==> src/observation_hash_chain_compare_assert.svh <==
// assertion macros used by the block's top module
`ifndef OBSERVATION_HASH_CHAIN_COMPARE_ASSERT_SVH
`define OBSERVATION_HASH_CHAIN_COMPARE_ASSERT_SVH

// same-cycle implication, checked out of reset
`define OHCC_ASSERT_IMP(lbl, ante, cons, msg) \
  lbl: assert property (@(posedge clk_i) disable iff (!rst_ni) (ante) |-> (cons)) \
    else $error(msg);

// next-cycle implication, checked out of reset
`define OHCC_ASSERT_NXT(lbl, ante, cons, msg) \
  lbl: assert property (@(posedge clk_i) disable iff (!rst_ni) (ante) |=> (cons)) \
    else $error(msg);

`endif

==> src/ohcc_pkg.sv <==
`default_nettype none

package ohcc_pkg;

  // counter width of each run
  localparam int CountWidth = 32;
  typedef logic [CountWidth-1:0] count_t;
  localparam count_t CountMax = {CountWidth{1'b1}};

  // stream payload widths
  localparam int InDataWidth  = 72;
  localparam int InUserWidth  = 3;
  localparam int OutDataWidth = 104;

  // item commands
  localparam logic [1:0] CMD_COND  = 2'd0;
  localparam logic [1:0] CMD_ADDR  = 2'd1;
  localparam logic [1:0] CMD_CMP   = 2'd2;
  localparam logic [1:0] CMD_CLEAR = 2'd3;

  // hash primes
  localparam logic [63:0] XP1 = 64'h9E3779B185EBCA87;
  localparam logic [63:0] XP2 = 64'hC2B2AE3D27D4EB4F;
  localparam logic [63:0] XP3 = 64'h165667B19E3779F9;
  localparam logic [63:0] XP4 = 64'h85EBCA77C2B2AE63;
  localparam logic [63:0] XP5 = 64'h27D4EB2F165667C5;

  // hashed lengths in bytes
  localparam logic [63:0] LenAddr = 64'd16;
  localparam logic [63:0] LenCond = 64'd9;

  // datapath steps that load the multiplier
  typedef enum logic [2:0] {
    OP_NONE,
    OP_K1,
    OP_KR,
    OP_HR,
    OP_K2,
    OP_BYTE,
    OP_AV1,
    OP_AV2
  } op_e;

  // controller to datapath command group
  typedef struct packed {
    logic latch;
    logic start;
    op_e  op;
    logic fin;
    logic clear;
    logic emit;
  } dp_cmd_t;

  // rotate left by a constant amount
  function automatic logic [63:0] rotl64(input logic [63:0] x, input int r);
    return (x << r) | (x >> (64 - r));
  endfunction

endpackage

`default_nettype wire

==> src/observation_hash_chain_compare.sv <==
// address record: hashes the run digest and the address, then updates that run's digest and count
// condition record: hashes the run digest and the condition bit, then updates that run
// compare or disabled record: result only; clear: zeroes both runs, then gives a result
// each hash multiply runs on the single shared 32 x 32 multiplier
// async active-low reset zeroes both digests, both counts and the enable
`default_nettype none

`include "observation_hash_chain_compare_assert.svh"

module observation_hash_chain_compare import ohcc_pkg::*; (
  input  wire logic                    clk_i,
  input  wire logic                    rst_ni,
  input  wire logic                    cfg_we_i,
  input  wire logic                    cfg_wdata_i,
  input  wire logic                    s_axis_tvalid,
  output logic                         s_axis_tready,
  // cond_bit [0], address [64:1], zero [71:65]
  input  wire logic [InDataWidth-1:0]  s_axis_tdata,
  // command [1:0], run_id [2]
  input  wire logic [InUserWidth-1:0]  s_axis_tuser,
  output logic                         m_axis_tvalid,
  input  wire logic                    m_axis_tready,
  // digest_out [63:0], count_out [95:64], mismatch [96], zero [103:97]
  output logic      [OutDataWidth-1:0] m_axis_tdata
);

  dp_cmd_t dp_cmd;
  logic    mul_done;

  ohcc_ctrl u_ctrl (
    .clk_i       (clk_i),
    .rst_ni      (rst_ni),
    .cfg_we_i    (cfg_we_i),
    .cfg_wdata_i (cfg_wdata_i),
    .in_valid_i  (s_axis_tvalid),
    .in_cmd_i    (s_axis_tuser[1:0]),
    .in_ready_o  (s_axis_tready),
    .out_valid_o (m_axis_tvalid),
    .out_ready_i (m_axis_tready),
    .mul_done_i  (mul_done),
    .cmd_o       (dp_cmd)
  );

  ohcc_datapath u_datapath (
    .clk_i      (clk_i),
    .rst_ni     (rst_ni),
    .cmd_i      (dp_cmd),
    .in_data_i  (s_axis_tdata),
    .in_user_i  (s_axis_tuser),
    .mul_done_o (mul_done),
    .out_data_o (m_axis_tdata)
  );

  // checks on sequencing
  `OHCC_ASSERT_IMP(a_idle_no_mul, s_axis_tready, !mul_done, "multiplier busy while idle")
  `OHCC_ASSERT_IMP(a_emit_free, dp_cmd.emit, !m_axis_tvalid || m_axis_tready, "result overwritten")
  `OHCC_ASSERT_NXT(a_accept_busy, s_axis_tvalid && s_axis_tready, !s_axis_tready, "ready after accept")

endmodule

`default_nettype wire

==> src/ohcc_mul.sv <==
`default_nettype none

// 64 x 64 low-half multiply on one 32 x 32 multiplier, in phases low, cross A and cross B
module ohcc_mul import ohcc_pkg::*; (
  input  wire logic        clk_i,
  input  wire logic        rst_ni,
  input  wire logic        start_i,
  input  wire logic [63:0] a_i,
  input  wire logic [63:0] b_i,
  output logic      [63:0] prod_o,
  output logic             done_o
);

  localparam logic [1:0] PhLo     = 2'd0;
  localparam logic [1:0] PhCrossA = 2'd1;
  localparam logic [1:0] PhCrossB = 2'd2;

  logic        busy_q, busy_d;
  logic [1:0]  phase_q, phase_d;
  logic [63:0] acc_q, acc_d;
  logic [31:0] op_a, op_b;
  logic [63:0] mult;

  // operand select per phase
  always_comb begin
    op_a = (phase_q == PhCrossA) ? a_i[63:32] : a_i[31:0];
    op_b = (phase_q == PhCrossB) ? b_i[63:32] : b_i[31:0];
    mult = {32'd0, op_a} * {32'd0, op_b};
  end

  // accumulate partial products
  always_comb begin
    acc_d   = acc_q;
    busy_d  = busy_q;
    phase_d = phase_q;
    if (busy_q) begin
      if (phase_q == PhLo) begin
        acc_d = mult;
      end else begin
        acc_d = {acc_q[63:32] + mult[31:0], acc_q[31:0]};
      end
      phase_d = phase_q + 2'd1;
      if (phase_q == PhCrossB) begin
        busy_d = 1'b0;
      end
    end
    if (start_i) begin
      busy_d  = 1'b1;
      phase_d = PhLo;
    end
  end

  always_ff @(posedge clk_i or negedge rst_ni) begin
    if (!rst_ni) begin
      busy_q  <= 1'b0;
      phase_q <= PhLo;
    end else begin
      busy_q  <= busy_d;
      phase_q <= phase_d;
    end
  end

  always_ff @(posedge clk_i) begin
    acc_q <= acc_d;
  end

  assign prod_o = acc_q;
  assign done_o = busy_q && (phase_q == PhCrossB);

endmodule

`default_nettype wire

==> src/ohcc_datapath.sv <==
`default_nettype none

// run state, hash registers and result register
module ohcc_datapath import ohcc_pkg::*; (
  input  wire logic                    clk_i,
  input  wire logic                    rst_ni,
  input  wire dp_cmd_t                 cmd_i,
  input  wire logic [InDataWidth-1:0]  in_data_i,
  input  wire logic [InUserWidth-1:0]  in_user_i,
  output logic                         mul_done_o,
  output logic      [OutDataWidth-1:0] out_data_o
);

  logic [63:0] run_digest_q [2];
  count_t      run_count_q  [2];

  logic [1:0]  cmd_q;
  logic        run_q;
  logic        cond_q;
  logic [63:0] addr_q;

  logic [63:0] h_q, h_d;
  logic [63:0] x_q, x_d;
  logic [63:0] c_q, c_d;
  logic [63:0] prod;
  logic [63:0] v;

  logic [63:0] dig_out_q;
  logic [31:0] cnt_out_q;
  logic        mis_q;
  logic        mismatch;

  ohcc_mul u_mul (
    .clk_i   (clk_i),
    .rst_ni  (rst_ni),
    .start_i (cmd_i.start),
    .a_i     (x_q),
    .b_i     (c_q),
    .prod_o  (prod),
    .done_o  (mul_done_o)
  );

  // next multiplier operand per step
  always_comb begin
    h_d = h_q;
    x_d = x_q;
    c_d = c_q;
    v   = prod;
    case (cmd_i.op)
      OP_K1: begin
        h_d = XP5 + ((cmd_q == CMD_ADDR) ? LenAddr : LenCond);
        x_d = run_digest_q[run_q];
        c_d = XP2;
      end
      OP_KR: begin
        x_d = rotl64(prod, 31);
        c_d = XP1;
      end
      OP_HR: begin
        x_d = rotl64(h_q ^ prod, 27);
        c_d = XP1;
      end
      OP_K2: begin
        h_d = prod + XP4;
        x_d = addr_q;
        c_d = XP2;
      end
      OP_BYTE: begin
        v   = (prod + XP4) ^ (cond_q ? XP5 : 64'd0);
        x_d = rotl64(v, 11);
        c_d = XP1;
      end
      OP_AV1: begin
        v   = (cmd_q == CMD_ADDR) ? prod + XP4 : prod;
        x_d = v ^ (v >> 33);
        c_d = XP2;
      end
      OP_AV2: begin
        x_d = prod ^ (prod >> 29);
        c_d = XP3;
      end
      default: begin
        x_d = x_q;
      end
    endcase
  end

  always_ff @(posedge clk_i) begin
    h_q <= h_d;
    x_q <= x_d;
    c_q <= c_d;
  end

  // item fields held for the whole transaction
  always_ff @(posedge clk_i) begin
    if (cmd_i.latch) begin
      cmd_q  <= in_user_i[1:0];
      run_q  <= in_user_i[2];
      cond_q <= in_data_i[0];
      addr_q <= in_data_i[64:1];
    end
  end

  // run digests and counts
  always_ff @(posedge clk_i or negedge rst_ni) begin
    if (!rst_ni) begin
      run_digest_q[0] <= '0;
      run_digest_q[1] <= '0;
      run_count_q[0]  <= '0;
      run_count_q[1]  <= '0;
    end else if (cmd_i.clear) begin
      run_digest_q[0] <= '0;
      run_digest_q[1] <= '0;
      run_count_q[0]  <= '0;
      run_count_q[1]  <= '0;
    end else if (cmd_i.fin) begin
      run_digest_q[run_q] <= prod ^ (prod >> 32);
      if (run_count_q[run_q] != CountMax) begin
        run_count_q[run_q] <= run_count_q[run_q] + count_t'(1);
      end
    end
  end

  // run comparison
  assign mismatch = (cmd_q == CMD_CMP) &&
                    ((run_count_q[0] != run_count_q[1]) ||
                     (run_digest_q[0] != run_digest_q[1]));

  // result register
  always_ff @(posedge clk_i) begin
    if (cmd_i.emit) begin
      dig_out_q <= run_digest_q[run_q];
      cnt_out_q <= 32'(run_count_q[run_q]);
      mis_q     <= mismatch;
    end
  end

  assign out_data_o = {7'd0, mis_q, cnt_out_q, dig_out_q};

endmodule

`default_nettype wire

==> src/ohcc_ctrl.sv <==
`default_nettype none

// step sequencer and stream handshakes
module ohcc_ctrl import ohcc_pkg::*; (
  input  wire logic       clk_i,
  input  wire logic       rst_ni,
  input  wire logic       cfg_we_i,
  input  wire logic       cfg_wdata_i,
  input  wire logic       in_valid_i,
  input  wire logic [1:0] in_cmd_i,
  output logic            in_ready_o,
  output logic            out_valid_o,
  input  wire logic       out_ready_i,
  input  wire logic       mul_done_i,
  output dp_cmd_t         cmd_o
);

  localparam logic [3:0] ST_IDLE = 4'd0;
  localparam logic [3:0] ST_K1   = 4'd1;
  localparam logic [3:0] ST_KR   = 4'd2;
  localparam logic [3:0] ST_HR   = 4'd3;
  localparam logic [3:0] ST_K2   = 4'd4;
  localparam logic [3:0] ST_BYTE = 4'd5;
  localparam logic [3:0] ST_AV1  = 4'd6;
  localparam logic [3:0] ST_AV2  = 4'd7;
  localparam logic [3:0] ST_WAIT = 4'd8;
  localparam logic [3:0] ST_FIN  = 4'd9;
  localparam logic [3:0] ST_CLR  = 4'd10;
  localparam logic [3:0] ST_DONE = 4'd11;

  logic [3:0] state_q, state_d;
  logic [3:0] ret_q, ret_d;
  logic       round2_q, round2_d;
  logic       is_addr_q, is_addr_d;
  logic       out_valid_q, out_valid_d;
  logic       observe_en_q;

  // enable register
  always_ff @(posedge clk_i or negedge rst_ni) begin
    if (!rst_ni) begin
      observe_en_q <= 1'b0;
    end else if (cfg_we_i) begin
      observe_en_q <= cfg_wdata_i;
    end
  end

  // sequencing
  always_comb begin
    state_d    = state_q;
    ret_d      = ret_q;
    round2_d   = round2_q;
    is_addr_d  = is_addr_q;
    cmd_o      = '0;
    cmd_o.op   = OP_NONE;
    in_ready_o = 1'b0;
    case (state_q)
      ST_IDLE: begin
        in_ready_o = 1'b1;
        if (in_valid_i) begin
          cmd_o.latch = 1'b1;
          is_addr_d   = (in_cmd_i == CMD_ADDR);
          round2_d    = 1'b0;
          case (in_cmd_i)
            CMD_CLEAR: state_d = ST_CLR;
            CMD_CMP:   state_d = ST_DONE;
            default:   state_d = observe_en_q ? ST_K1 : ST_DONE;
          endcase
        end
      end
      ST_K1: begin
        cmd_o.start = 1'b1;
        cmd_o.op    = OP_K1;
        ret_d       = ST_KR;
        state_d     = ST_WAIT;
      end
      ST_KR: begin
        cmd_o.start = 1'b1;
        cmd_o.op    = OP_KR;
        ret_d       = ST_HR;
        state_d     = ST_WAIT;
      end
      ST_HR: begin
        cmd_o.start = 1'b1;
        cmd_o.op    = OP_HR;
        ret_d       = !is_addr_q ? ST_BYTE : (round2_q ? ST_AV1 : ST_K2);
        state_d     = ST_WAIT;
      end
      ST_K2: begin
        cmd_o.start = 1'b1;
        cmd_o.op    = OP_K2;
        round2_d    = 1'b1;
        ret_d       = ST_KR;
        state_d     = ST_WAIT;
      end
      ST_BYTE: begin
        cmd_o.start = 1'b1;
        cmd_o.op    = OP_BYTE;
        ret_d       = ST_AV1;
        state_d     = ST_WAIT;
      end
      ST_AV1: begin
        cmd_o.start = 1'b1;
        cmd_o.op    = OP_AV1;
        ret_d       = ST_AV2;
        state_d     = ST_WAIT;
      end
      ST_AV2: begin
        cmd_o.start = 1'b1;
        cmd_o.op    = OP_AV2;
        ret_d       = ST_FIN;
        state_d     = ST_WAIT;
      end
      ST_WAIT: begin
        if (mul_done_i) begin
          state_d = ret_q;
        end
      end
      ST_FIN: begin
        cmd_o.fin = 1'b1;
        state_d   = ST_DONE;
      end
      ST_CLR: begin
        cmd_o.clear = 1'b1;
        state_d     = ST_DONE;
      end
      ST_DONE: begin
        if (!out_valid_q || out_ready_i) begin
          cmd_o.emit = 1'b1;
          state_d    = ST_IDLE;
        end
      end
      default: begin
        state_d = ST_IDLE;
      end
    endcase
  end

  // result valid flag
  always_comb begin
    out_valid_d = out_valid_q;
    if (out_ready_i) begin
      out_valid_d = 1'b0;
    end
    if (cmd_o.emit) begin
      out_valid_d = 1'b1;
    end
  end

  always_ff @(posedge clk_i or negedge rst_ni) begin
    if (!rst_ni) begin
      state_q     <= ST_IDLE;
      ret_q       <= ST_IDLE;
      round2_q    <= 1'b0;
      is_addr_q   <= 1'b0;
      out_valid_q <= 1'b0;
    end else begin
      state_q     <= state_d;
      ret_q       <= ret_d;
      round2_q    <= round2_d;
      is_addr_q   <= is_addr_d;
      out_valid_q <= out_valid_d;
    end
  end

  assign out_valid_o = out_valid_q;

endmodule

`default_nettype wire
==> config.mk <==
export PLATFORM = sky130hd
export DESIGN_NAME = observation_hash_chain_compare
export DESIGN_NICKNAME = d
export VERILOG_FILES = /design/src/ohcc_pkg.sv /design/src/observation_hash_chain_compare.sv /design/src/ohcc_mul.sv /design/src/ohcc_datapath.sv /design/src/ohcc_ctrl.sv
export VERILOG_INCLUDE_DIRS = /design/src /design/src/src
export SDC_FILE = /design/constraint.sdc
export NUM_CORES = 2
export LEC_CHECK = 0
export ABC_AREA = 1
export CELL_PAD_IN_SITES_DETAIL_PLACEMENT = 1
export CELL_PAD_IN_SITES_GLOBAL_PLACEMENT = 2
export CORE_ASPECT_RATIO = 1.75
export CORE_MARGIN = 8
export CORE_UTILIZATION = 44
export DETAILED_ROUTE_END_ITERATION = 8
export DONT_BUFFER_PORTS = 1
export GPL_TIMING_DRIVEN = 0
export PLACE_DENSITY_LB_ADDON = 0.1
export SLEW_MARGIN = 30
export SYNTH_ARGS = -nofsm -noshare
export SYNTH_HDL_FRONTEND = slang
export SYNTH_SLANG_ARGS = --single-unit
==> constraint.sdc <==
create_clock -name clk_i -period 16.9 [get_ports clk_i]
set_clock_uncertainty 0.05 [all_clocks]
set_input_delay 3.38 -clock clk_i [delete_from_list [all_inputs] [get_ports clk_i]]
set_output_delay 3.38 -clock clk_i [all_outputs]
set_load 0.005 [all_outputs]
==> results of run 1 <==
## logic make-up after synthesis
family	synth area share
adder cells (fa/ha/maj)	0.3279
AO/OA/AOI/OAI	0.08682
AND/OR/NAND/NOR	0.1895
other	0.00005669
XOR/XNOR	0.03416
buffers and inverters	0.1185
flip-flops	0.2431
## synthesized netlist by cell type (all sizes together) (84+ instances only)
| master | count |
|---|---|
| a21oi | 253 |
| buf | 84 |
| clkbuf | 241 |
| dfrtp | 207 |
| edfxtp | 363 |
| fa | 894 |
| ha | 303 |
| inv | 1690 |
| nand2 | 1563 |
| nand3 | 451 |
| nor2 | 880 |
| o21ai | 414 |
| o22ai | 126 |
| xnor2 | 145 |
| xor2 | 113 |
## through the flow
stage / std cells / worst slack (ps)
after floorplan: 8145 / 7993
after global placement: 10140 / 3267
after detailed placement: 10170 / 3998
after CTS: 10270 / 3865
## per-layer routing
layer  overflow  track usage
met5          0      0.03487
met2         35       0.8336
met1          0       0.5208
met4         31       0.6381
met3          0       0.2566
==> flow_summary.ini, run 1 <==
[cts]
hold_buffers = 0
cts_buffer_depth = 3
cts_buffers = 50
postCtsSetupBuffers = 0
cts_resized = 0
cts_sinks = 570
htree_levels = 2
cts_root_buf = clkbuf_16

[yosys]
synth_edf_count = 363
syn-mean-instance-area_um2 = 8.128
synth_cells = 8139
ys_ff_latch = 570
seq_area_frac_synth = 0.2431
ys_top_cells_by_area = fa_1 (27%), edfxtp_1 (16%), inv_1 (9.5%)
syn_area_um2 = 66150
ys_types = 58
netlist.area_leader.share = 0.2706
synth_ff_type = edfxtp_1
yosysTopAreaCell = fa_1
async_flop_share = 0.3632
yosysWarnings = 0

[floorplan]
die_w_um = 309.1
rows = 188
initial_utilization = 0.4422
die_h_um = 528.9
io_pins = 187

[place]
place_congestion = 1.229
placed_area_um2 = 69540
dpl.hpwl_um = 341900
io_buffer_count = 0

[grt]
grt_pass1_wl_um = 622400
grt_max_degree = 208
gr-usage-all-layers = 0.5568
grt_overflow = 66
grt_pass1_vias = 72970

[run_status]
tool.error = [ERROR GRT-0116] Global routing finished with congestion. Check the congestion regions in the DRC Viewer.
status = stopped before the end
haltStage = global routing (5_1_grt)
==> inputs of run 2 (changes only) <==
--- a/config.mk
+++ b/config.mk
@@ -7,15 +7,12 @@
 export NUM_CORES = 2
 export LEC_CHECK = 0
 export ABC_AREA = 1
-export CELL_PAD_IN_SITES_DETAIL_PLACEMENT = 1
-export CELL_PAD_IN_SITES_GLOBAL_PLACEMENT = 2
-export CORE_ASPECT_RATIO = 1.75
 export CORE_MARGIN = 8
-export CORE_UTILIZATION = 44
+export CORE_UTILIZATION = 40
 export DETAILED_ROUTE_END_ITERATION = 8
 export DONT_BUFFER_PORTS = 1
 export GPL_TIMING_DRIVEN = 0
-export PLACE_DENSITY_LB_ADDON = 0.1
+export PLACE_DENSITY_LB_ADDON = 0.15
 export SLEW_MARGIN = 30
 export SYNTH_ARGS = -nofsm -noshare
 export SYNTH_HDL_FRONTEND = slang
==> run 2 against run 1 <==
Compared with the run above: the run now ends clean; synthesized cell count stayed put; synthesized area is the same.
==> flow_summary.ini, run 2 <==
[routing]
routedWlPerCell_um = 36.35
drtIter0Drc = 7597
dr.pass1.iters = 8
num_vias = 61120
viasPerCell = 5.829
drc = 0
wl_um = 381200
ant_nets = 0

[place]
place_congestion = 1.112
dpl.hpwl_um = 317000
io_buffer_count = 0
post-place-cells = 10360

[yosys]
synth_top_cells_by_count = inv_1 (1679), nand2_1 (1558), fa_1 (894)
synth_xor_area_frac = 0.03416
ys_ff_latch = 570
netlist.area_leader.share = 0.2706
synth_ff_type = edfxtp_1
yosys.area_share.simple = 0.1895
ys_top_cells_by_area = fa_1 (27%), edfxtp_1 (16%), inv_1 (9.5%)
synth_edf_count = 363
async_flop_share = 0.3632
syn_area_um2 = 66150
yosysWarnings = 0
ys_types = 58
seq_area_frac_synth = 0.2431
synth_fa_ha_area_frac = 0.3279
synth_top_family_by_area = adder cells
yosysTopAreaCell = fa_1
synth_cells = 8139
yosysMostFrequentCell = inv_1
syn-mean-instance-area_um2 = 8.128
synth-compound-area-share = 0.08682
synthMuxAreaShare = 0

[sta]
rsz0062_at_grt = no
slew_violations = 0
relSlewSlack = 0.2360
worst_slew_pin_slew_ps = 1146
min_period_ps = 12860
hold_violations = 0
finalSetupTns_ps = 0
setup_viol = 0
fmax_ghz = 0.07773
fin_crit_sh = 0.7612

[cts]
htree_levels = 2
cts_sinks = 570
cts_resized = 0
clk_pin_slew_ps = 70
cts_root_buf = clkbuf_16
worstSkewPairLatency_ps = 720
cts_buffer_depth = 3
hold_buffers = 0
cts_tree = built
cts_buffers = 61
postCtsSetupBuffers = 0

[floorplan]
rows = 149
coreArea_um2 = 164600
die_w_um = 422.7
dieArea_um2 = 178600
die_h_um = 422.7
initial_utilization = 0.4018
io_pins = 187

[worst_setup_path]
cp.required_ps = 17280
worst_setup_path_start_kind = flop
critical-path-top-delay-family = adder cells
slowest_stage = clkbuf_1
crit_arrival_ps = 13250
cp_max_fo = 10
cpMostUsedCell = inv_1
reg2reg_depth = 39
crit_cells = 39
critPathKind = flop to flop
path_buf_inv = 14
slowest_delay_ps = 840
end_kind = flop

[power]
peakVddDrop_v = 0.0001497
total_leakage_power_nw = 34.23
power_density_nw_per_um2 = 41.51

[finish]
area_delta_synth_final_pct = 8.964
final_nets = 9515
drive_gt1_frac = 0.04608
final_cell_mix = inv_1 (1676), nand2_1 (1558), fa_1 (894)
mostFrequentLayoutCell = inv_1
regMostFlops = u_datapath.run_digest_q
largest_reg_flops = 128
final_cells = 10490

[hold_path]
holdPathStages = 2
worstHoldPathType = flop to flop

[grt]
grt_max_degree = 208
grt_pass1_wl_um = 513200
grt_pass1_vias = 61200
grt_antenna_before_repair = 24
grt_overflow = 0
gr-usage-all-layers = 0.4164

[flow_run]
max_cap_violations = 0

[run_status]
status = completed
run 2: cell counts after synthesis:
Identical to the previous run, type by type.
run 2: report_power, final:
part	internal, mW	switching (mW)
clock	0.843	0.673
combinational	0.00129	0.00103
sequential	1.47	0.000124
total	2.32	0.675
run 2: area by class of cell:
| type | count | area (µm²) |
|---|---|---|
| clock buffer | 65 | 1573 |
| fill | 16730 | 92540 |
| clock inverter | 51 | 640.6 |
| antenna | 7 | 17.52 |
| inverter | 1719 | 6465 |
| tap | 2189 | 2739 |
| multi-input combinational | 5531 | 42590 |
| sequential | 570 | 16080 |
| timing repair buffer | 29 | 504.2 |
| buffer | 325 | 1469 |
run 2: cell families after synthesis:
family                     Yosys count
AOI/OAI and AO/OA                 1002
buffers and inverters             2044
DFF                                570
other                                1
and+or+nand+nor                   3067
adders and majority gates         1197
xor gates and xnor gates           258
run 2: path summary, 6_finish.rpt:
kind,from,endpoint,slack (ps)
max,u_datapath.u_mul.phase_q[0],u_datapath.u_mul.prod_o[61],4040
min,u_datapath.run_count_q[62],u_datapath.run_count_q[62],440
max reg2reg,u_datapath.u_mul.phase_q[0],u_datapath.u_mul.prod_o[61],4040
min in group asynchronous,rst_ni,u_datapath.run_digest_q[71],2330
max in group asynchronous,rst_ni,u_datapath.u_mul.busy_q,13870
min reg2reg,u_datapath.run_count_q[62],u_datapath.run_count_q[62],440
run 2: per-layer routing:
metal / wire, µm / track usage / vias up
li1: - / - / 25520
met1: 137000 / 0.4937 / 30780
met2: 169300 / 0.6535 / 3687
met3: 30600 / 0.06999 / 1131
met4: 44300 / 0.3641 / 2
met5: 13 / 0 / -
run 2: tightest hold or removal path, stage by stage (launching register included):
cell and delay, ps:
dfrtp_1 340, nand2_1 50, o21ai_1 60
run 2: metrics by stage:
stage / util / hold WS (ps) / area, µm² / worst slack (ps) / power (mW)
floorplan: - / 392.7 / 66170 / 7993 / 1.504
global placement: 0.4186 / 422.9 / 68910 / 3730 / 1.504
detailed placement: 0.4237 / 425.5 / 69750 / 4333 / 1.504
CTS: 0.4372 / 444.1 / 71970 / 4295 / 3.005
global route: 0.4378 / 491.4 / 72070 / 3758 / 3.046
finish: 0.4379 / 443.9 / 72080 / 4035 / 2.992
Note: power is estimated with default switching activity, not from simulation.
